### src/sv/isa_pkg.sv
// Shared payload types for the integer array sorter.
package isa_pkg;

    // One input transfer: an integer of the set and the end-of-set mark.
    typedef struct packed {
        logic signed [31:0] value;
        logic               last;
    } t_in_item;

    // One result transfer: the next integer in ascending order and its flags.
    typedef struct packed {
        logic signed [31:0] sorted_value;
        logic               last_out;
        logic               dropped;
    } t_out_item;

endpackage

### src/sv/isa_ram.sv
// Generic single-port-write, single-port-read RAM with registered read data.
module isa_ram #(
    parameter int WIDTH = 32,
    parameter int DEPTH = 64
) (
    input  logic                     i_clk,
    input  logic                     i_we,
    input  logic [$clog2(DEPTH)-1:0] i_waddr,
    input  logic [WIDTH-1:0]         i_wdata,
    input  logic [$clog2(DEPTH)-1:0] i_raddr,
    output logic [WIDTH-1:0]         o_rdata
);

    logic [WIDTH-1:0] r_mem [DEPTH];
    logic [WIDTH-1:0] r_rdata;

    // Write port and registered read port.
    always_ff @(posedge i_clk) begin
        if (i_we) begin
            r_mem[i_waddr] <= i_wdata;
        end
        r_rdata <= r_mem[i_raddr];
    end

    assign o_rdata = r_rdata;

endmodule

### src/sv/integer_array_sorter.sv
// Insertion sorter: keeps a set of signed integers in a RAM in ascending order.
// An integer that is not last keeps busy high after its transfer while the insertion walk
// shifts each stored entry larger than it up one place in the RAM, then places the integer.
// A last integer also keeps busy high through the read-out of the set: one result per cycle.
// A dropped integer (store full) is not inserted. The RAM read port sets the pace of both.
// Reset empties the set and clears the dropped flag; the receiver cannot stall results.
module integer_array_sorter #(
    parameter int DEPTH = 64
) (
    input  logic                i_clk,
    input  logic                i_rst_n,
    input  logic                start,
    output logic                busy,
    input  isa_pkg::t_in_item   i_item,
    output logic                o_strobe,
    output isa_pkg::t_out_item  o_result
);

    import isa_pkg::*;

    localparam int AW = (DEPTH > 1) ? $clog2(DEPTH) : 1;
    localparam int CW = $clog2(DEPTH + 1);

    localparam logic [2:0] S_IDLE  = 3'd0;
    localparam logic [2:0] S_INS   = 3'd1;
    localparam logic [2:0] S_PLACE = 3'd2;
    localparam logic [2:0] S_OUT   = 3'd3;
    localparam logic [2:0] S_DRAIN = 3'd4;

    logic [2:0]         r_state;
    logic [CW-1:0]      r_count;
    logic               r_ovf;
    logic               r_last;
    logic signed [31:0] r_val;
    logic [AW-1:0]      r_pos;
    logic [AW-1:0]      r_k;
    logic               r_pend;
    logic               r_pend_last;

    logic               ram_we;
    logic [AW-1:0]      ram_waddr;
    logic [31:0]        ram_wdata;
    logic [AW-1:0]      ram_raddr;
    logic [31:0]        ram_rdata;

    logic               accept;
    logic               full;
    logic               shift;
    logic [AW-1:0]      last_idx;

    assign accept   = start && !busy;
    assign full     = (r_count == CW'(DEPTH));
    assign shift    = ($signed(ram_rdata) > r_val);
    assign last_idx = AW'(r_count - CW'(1));
    assign busy     = (r_state != S_IDLE);

    // Sorted store.
    isa_ram #(
        .WIDTH (32),
        .DEPTH (DEPTH)
    ) u_store (
        .i_clk   (i_clk),
        .i_we    (ram_we),
        .i_waddr (ram_waddr),
        .i_wdata (ram_wdata),
        .i_raddr (ram_raddr),
        .o_rdata (ram_rdata)
    );

    // RAM port control: shift the larger entry up, or place the new value.
    always_comb begin
        ram_we    = 1'b0;
        ram_waddr = r_pos;
        ram_wdata = r_val;
        ram_raddr = r_k;
        unique case (r_state)
            S_IDLE: begin
                ram_raddr = AW'(r_count - CW'(1));
            end
            S_INS: begin
                ram_we    = 1'b1;
                ram_wdata = shift ? ram_rdata : r_val;
                ram_raddr = r_pos - AW'(2);
            end
            S_PLACE: begin
                ram_we = 1'b1;
            end
            S_OUT, S_DRAIN: begin
                ram_raddr = r_k;
            end
            default: begin
                ram_we = 1'b0;
            end
        endcase
    end

    // Sequencer for insertion and read-out.
    always_ff @(posedge i_clk) begin
        if (!i_rst_n) begin
            r_state     <= S_IDLE;
            r_count     <= '0;
            r_ovf       <= 1'b0;
            r_last      <= 1'b0;
            r_k         <= '0;
            r_pend      <= 1'b0;
            r_pend_last <= 1'b0;
        end else begin
            // A read issued in the output state shows up as a result in the following cycle.
            r_pend      <= (r_state == S_OUT);
            r_pend_last <= (r_state == S_OUT) && (r_k == last_idx);
            unique case (r_state)
                S_IDLE: begin
                    if (accept) begin
                        r_val  <= i_item.value;
                        r_last <= i_item.last;
                        r_pos  <= AW'(r_count);
                        r_k    <= '0;
                        if (full) begin
                            r_ovf <= 1'b1;
                            if (i_item.last) begin
                                r_state <= S_OUT;
                            end
                        end else if (r_count == '0) begin
                            r_state <= S_PLACE;
                        end else begin
                            r_state <= S_INS;
                        end
                    end
                end
                S_INS: begin
                    // The read data holds the entry just below the current hole.
                    if (shift) begin
                        r_pos <= r_pos - AW'(1);
                        if (r_pos == AW'(1)) begin
                            r_state <= S_PLACE;
                        end
                    end else begin
                        r_count <= r_count + CW'(1);
                        r_state <= r_last ? S_OUT : S_IDLE;
                    end
                end
                S_PLACE: begin
                    r_count <= r_count + CW'(1);
                    r_state <= r_last ? S_OUT : S_IDLE;
                end
                S_OUT: begin
                    if (r_k == last_idx) begin
                        r_state <= S_DRAIN;
                    end else begin
                        r_k <= r_k + AW'(1);
                    end
                end
                S_DRAIN: begin
                    // The final result is on the ports; empty the set.
                    r_count <= '0;
                    r_ovf   <= 1'b0;
                    r_state <= S_IDLE;
                end
                default: begin
                    r_state <= S_IDLE;
                end
            endcase
        end
    end

    // Results come straight from the registered read data.
    assign o_strobe              = r_pend;
    assign o_result.sorted_value = $signed(ram_rdata);
    assign o_result.last_out     = r_pend_last;
    assign o_result.dropped      = r_ovf;

endmodule
### config.mk
export PLATFORM = sky130hd
export DESIGN_NAME = integer_array_sorter
export DESIGN_NICKNAME = d
export VERILOG_FILES = /design/src/sv/isa_pkg.sv /design/src/sv/isa_ram.sv /design/src/sv/integer_array_sorter.sv
export SDC_FILE = /design/constraint.sdc
export NUM_CORES = 2
export LEC_CHECK = 0
export BUFFER_PORTS_ARGS = -buffer_cell sky130_fd_sc_hd__buf_4
export CORE_UTILIZATION = 41
export CTS_BUF_LIST = sky130_fd_sc_hd__clkbuf_8 sky130_fd_sc_hd__clkbuf_16
export DETAILED_ROUTE_END_ITERATION = 16
export SYNTH_ARGS = -nofsm -noshare
export SYNTH_HDL_FRONTEND = slang
export SYNTH_SLANG_ARGS = --single-unit
### constraint.sdc
create_clock -name i_clk -period 14.8 [get_ports i_clk]
set_input_delay 0 -clock i_clk [delete_from_list [all_inputs] [get_ports i_clk]]
set_output_delay 0 -clock i_clk [all_outputs]
set_load 0.05 [all_outputs]
After elaboration in Yosys (flattened, before gate mapping) --
Memory sizes are Yosys's and may differ from the RTL's. A register that Yosys moved wholly into a read port is not among the register bits. Cells that the tools add are included.
Storage, ports and cells: bits in registers 58, bits in latches 0, bits in writable memories 2048, memory bits (read-only) 0, output and inout bits 36, logic and storage cells 75, memories 1
Memories:
- u_store.r_mem | depth 64, bits a word 32, rd ports 1, clocked after memory_dff 1, write ports 1, RTL line isa_ram.sv:14 | logic [WIDTH-1:0] r_mem [DEPTH];
Operators by class: $add $sub $neg 5, multipliers 0, div/mod/pow operators 0, order comparisons 1, equal/unequal tests 15, shifts and indexed selects 0, muxes and demuxes 26, bitwise logic cells 0, reduce and logical (&&, ||, !) cells 18
Operators with widths (number):
- 2-to-1 mux 32 bit | 2
- case mux 6 bit (2 select lines) | 3
- > comparator 32 bit | 1
- 2-to-1 mux 6 bit | 4
- case mux 7 bit (3 select lines) | 1
- 2-to-1 mux 3 bit | 6
- case mux 3 bit (4 select lines) | 1
- subtractor 6 x 1 -> 6 bit, second input constant | 2
- != test 2 bit, second input constant | 5
- AND reduction 3 bit | 3
- AND reduction 4 bit | 2
- adder 7 x 1 -> 7 bit, second input constant | 1
- == test 7 bit, second input constant | 1
- logical NOT 7 bit | 1
- 2-to-1 mux 7 bit | 1
- adder 6 x 1 -> 6 bit, second input constant | 1
- == test 3 x 2 -> 1 bit, second input constant | 2
- == test 6 x 1 -> 1 bit, second input constant | 1
- == test 6 bit | 1
- != test 3 bit, second input constant | 2
- nonzero test 2 bit | 3
- nonzero test 3 bit | 2
- subtractor 6 x 2 -> 6 bit, second input constant | 1
- 2-to-1 mux 1 bit | 5
- other kinds (10) | 13

Longest topological paths before layout --
depth after elaboration 5, gate-level depth with buffers 16, mapped depth without buffers 10

Modules after synthesis --
From an unflattened synthesis, not the netlist that was laid out.
Unflattened totals: cell total of the unflattened synthesis 3780, area, all modules 82531.7 µm²
Modules (own cells, without submodules):
- isa_ram | instances 1, cells an instance 3324, area an instance 78515.3 µm², seq. area each 62139.6 µm²
- integer_array_sorter | instances 1, cells an instance 456, area an instance 4016.4 µm², seq. area each 1541.5 µm²

Worst setup path before layout --
Ideal clock, no wire load.
path type register to register, start point register u_store.r_rdata[31], in the netlist u_store.o_rdata[31], read port of u_store.r_mem, end point memory u_store.r_mem[0][10], data pin, setup time 0.702 ns, arrival time 4.922 ns, required time 14.098 ns, slack 9.176 ns, stages on the path, launching flop included 11, buffers on the path 2, clock period less this slack 5.624 ns, path through dfxtp_1 > ha_1 > nand4_1 > nor2_1 > a221o_1 > a211oi_1 > a21o_1 > o31ai_2 > buf_2 > clkbuf_1 > o21ai_0
Between the ends: word-level cells in the longest chain between the ends 3
Ends and longest elaborated chain:
- start, declared | RTL line isa_ram.sv:15 | logic [WIDTH-1:0] r_rdata;
- > comparator 32 bit | RTL line integer_array_sorter.sv:53 | assign shift = ($signed(ram_rdata) > r_val);
- 2-to-1 mux 32 bit | RTL line integer_array_sorter.sv:82 | ram_wdata = shift ? ram_rdata : r_val;
- 2-to-1 mux 32 bit | RTL line integer_array_sorter.sv:76 | unique case (r_state)
- named net ram_wdata[10] | RTL line integer_array_sorter.sv:42 | logic [31:0] ram_wdata;
- end, declared | RTL line isa_ram.sv:14
The timed path passes the listed nets, and every way through them passes these cells.

Final worst setup path --
start point register r_pos[1], end point register u_store.r_rdata[18], in the netlist u_store.o_rdata[18], read port of u_store.r_mem
Between the ends: word-level cells in the longest chain between the ends 2
Ends and longest elaborated chain:
- start, declared | RTL line integer_array_sorter.sv:35 | logic [AW-1:0] r_pos;
- start signal, assigned | RTL line integer_array_sorter.sv:116 | r_pos <= AW'(r_count);
- start signal, assigned | RTL line integer_array_sorter.sv:133 | r_pos <= r_pos - AW'(1);
- subtractor 6 x 2 -> 6 bit | RTL line integer_array_sorter.sv:83 | ram_raddr = r_pos - AW'(2);
- case mux 6 bit (2 select lines) | RTL line integer_array_sorter.sv:76
No other way between the ends. A chain may end at the register's enable or synchronous reset.

==> results.yml <==
flow_run:
  maxCapViolations: 0
floorplan:
  die_w_um: 460
  design.core.area_sq_um: 207000
  ios: 72
  std_cell_rows: 167
  die-area_sq_um: 211000
  start_util: 0.414
  die_height_um: 460
power:
  pwr-share-clk: 0.216
  power.density_nw_per_um2: 244
  combPwrFrac: 0.461
  pwr-share-seq: 0.323
  p_int_w: 0.0132
  p_leak_nw: 33.7
  switching_power_w: 0.0107
  p_sw_frac: 0.447
  peakVddDrop_mv: 0.266
yosys:
  ys_top_cells_by_count: "nand2_1 (2116), edfxtp_1 (2086), nand3_1 (909)"
  yosysMostFrequentCell: "nand2_1"
  synth.yosys.seq_area_share: 0.742
  synth_edf_count: 2086
  async_reset_ff_frac: 0
  yosys_register_bits: 2138
  syn_area_per_cell_sq_um: 12.8
  syn_nets: 6786
  synth_area_sq_um: 85800
  ys_warn_count: 0
  yosys.area.top_type: "edfxtp_1"
  synth.distinct_cells: 75
  yosysTopAreaCellShare: 0.730
  synth-main-ff-cell: "edfxtp_1"
  synthCells: 6708
  ys_top_cells_by_area: "edfxtp_1 (73%), nand2_1 (9.3%), nand3_1 (5.3%), dfxtp_1 (1.2%), buf_2 (1.2%)"
sta:
  skew_ps: 43.1
  slew_headroom: 0.00469
  period_minus_slack_ps: 5600
  hold_violations: 0
  period_share: 0.378
  slew_viol_final: 0
  worst_pin_slew_ps: 1490
  rsz0062_at_grt: "no"
  setup_tns_ps: 0
  setup_violations: 0
  hold-worst-slack_ps: 75.2
  fmax_mhz: 179
setup_path:
  critPathKind: "reg -> reg"
  slowest_stage: "a22oi_1"
  cp_common_cell: "buf_4"
  cp_num_buf_inv: 3
  worst_ep_arrival_time_ps: 6240
  cp_cell_sequence: "inv_1 -> ha_1 -> nor4b_1 -> a211o_4 -> buf_4 -> buf_4 -> mux2_2 -> a22oi_1 -> nand4_1"
  critPathLaunchType: "flip-flop"
  critPathMaxFanout: 63
  endpoint_kind: "flip-flop"
  critPathMaxStageDelay_ps: 1090
  cp_top_family: "compound AO/OA/AOI/OAI gates"
  worstPathRequired_ps: 15440
drt:
  avgRoutedWirePerCell_um: 26.7
  drt_iter0_drc: 6885
  viasPerCell: 5.72
  antenna_left: 0
  met1Wirelength_mm: 106
  met2WireLength_mm: 121
  wirelength_mm: 261
  dr_wl_met3_mm: 24.7
  drc: 0
  drt-pass1-iter-count: 6
  dr.max_layer_used: "met5"
  vias: 55900
grt:
  grt_max_degree: 180
  grt_pass1_vias: 52300
  grtUsageTotal: 0.243
  grt_first_pass_wirelength_mm: 372
  grt.overflow.total: 0
  antenna_found_initial: 13
cells_and_area:
  n_fill_cell: 18100
  fin_nets: 6887
  syn2layout_area_growth_pct: 13.8
  drive_above_1_share: 0.100
placed_design:
  finalWeightedCongestion: 0.867
  port-buffer-count: 71
  dp_hpwl_mm: 140
hold_path:
  hold_path_class: "in -> reg"
clock_network:
  cts_resized: 0
  clockBufferDepth: 3
  clk_pin_slew_worst_paths_ps: 70
  cts_num_sinks: 2138
  cts_root_buf: "clkbuf_16"
  cts_made_buffers: 211
  h-tree-depth: 4
  cts_tree: "done"
  insertion_delay_ps: 860
outcome:
  outcome: "finished clean"
[worst register-to-register path, stage by stage, from the launching register on]
cell and delay (ps):
edfxtp_1 480, inv_1 180, ha_1 260, nor4b_1 700, a211o_4 640, buf_4 690
buf_4 740, mux2_2 440, a22oi_1 1090, nand4_1 170
[cell usage in the layout (no fill, tap or decap), types with 51 or more instances in the layout]
cell type,netlist,layout
a21oi_1,131,131
a31oi_1,127,127
and3_1,135,135
buf_4,18,221
clkbuf_16,0,215
dfxtp_1,52,52
dlygate4sd3_1,0,70
edfxtp_1,2086,2086
inv_1,45,114
nand2_1,2116,2114
nand3_1,909,909
nor2_1,135,66
nor2_4,1,69
o211ai_1,51,51
[layer usage]
metal / track usage / up-vias
met2: 0.384 / 2619
met4: 0.0785 / 8
met5: 0 / -
met3: 0.0528 / 405
met1: 0.332 / 28300
li1: - / 24600
[stage by stage]
| step | setup WS [ps] | utilization | cells | power [W] | cell area [sq um] |
|---|---|---|---|---|---|
| CTS | 9220 | 0.470 | 9764 | 0.0238 | 97600 |
| global route | 8850 | 0.471 | 9770 | 0.0249 | 97600 |
| finish | 9200 | 0.471 | 9776 | 0.0239 | 97600 |
| detailed placement | 9230 | 0.435 | 9312 | 0.0186 | 90300 |
| floorplan | 9180 | - | 6708 | 0.0144 | 85800 |
| global placement | 9330 | 0.435 | 9309 | 0.0185 | 90300 |
[final timing paths]
path         slack, ps  cells past startpoint        from             endpoint
max               9200                      9    r_pos[1]  u_store.o_rdata[18]
min                 80                      2  i_item[15]            r_val[14]
max reg2reg       9200                      9    r_pos[1]  u_store.o_rdata[18]
min reg2reg        560                      2  r_count[6]           r_count[6]
[state kept, by name, summed over array words and instances (netlist names)]
register	count
o_strobe	1
r_count	7
r_k	6
r_last	1
r_ovf	1
r_pend_last	1
r_pos	6
r_state	3
r_val	32
u_store.o_rdata	32
u_store.r_mem	2048
[logic make-up after synthesis]
group           after synthesis  synth area share
xor+xnor                     19           0.00242
compound gates              532            0.0415
buf+inv                     467            0.0244
fa+ha+maj                    42           0.00612
mux                         101            0.0136
flops                      2138             0.742
simple gates               3409             0.170
[power groups by stage]
stage | sequential [W] | clock (W) | combinational, W
2_1_floorplan | 0.00788 | 0 | 0.00651
3_3_place_gp | 0.00782 | 0 | 0.0107
3_5_place_dp | 0.00782 | 0 | 0.0108
4_1_cts | 0.00770 | 0.00520 | 0.0109
5_1_grt | 0.00769 | 0.00543 | 0.0117
6_report | 0.00770 | 0.00515 | 0.0110
[area by class of cell]
type | count | area [sq um] | area share
sequential | 2138 | 63700 | 0.652
multi-input combinational | 4103 | 21000 | 0.215
clock buffer | 231 | 5600 | 0.0574
tap | 2788 | 3490 | 0.0357
timing repair buffer | 310 | 2700 | 0.0277
clock inverter | 151 | 985 | 0.0101
inverter | 45 | 169 | 0.00173
antenna | 10 | 25.0 | 0.000256
[timing repair]
item                                   in CTS  in global routing
setup buffers                               0                  0
hold buffers                               70                  0
endpoints found under the hold margin      90                  0
(Power assumes the default switching activity.)
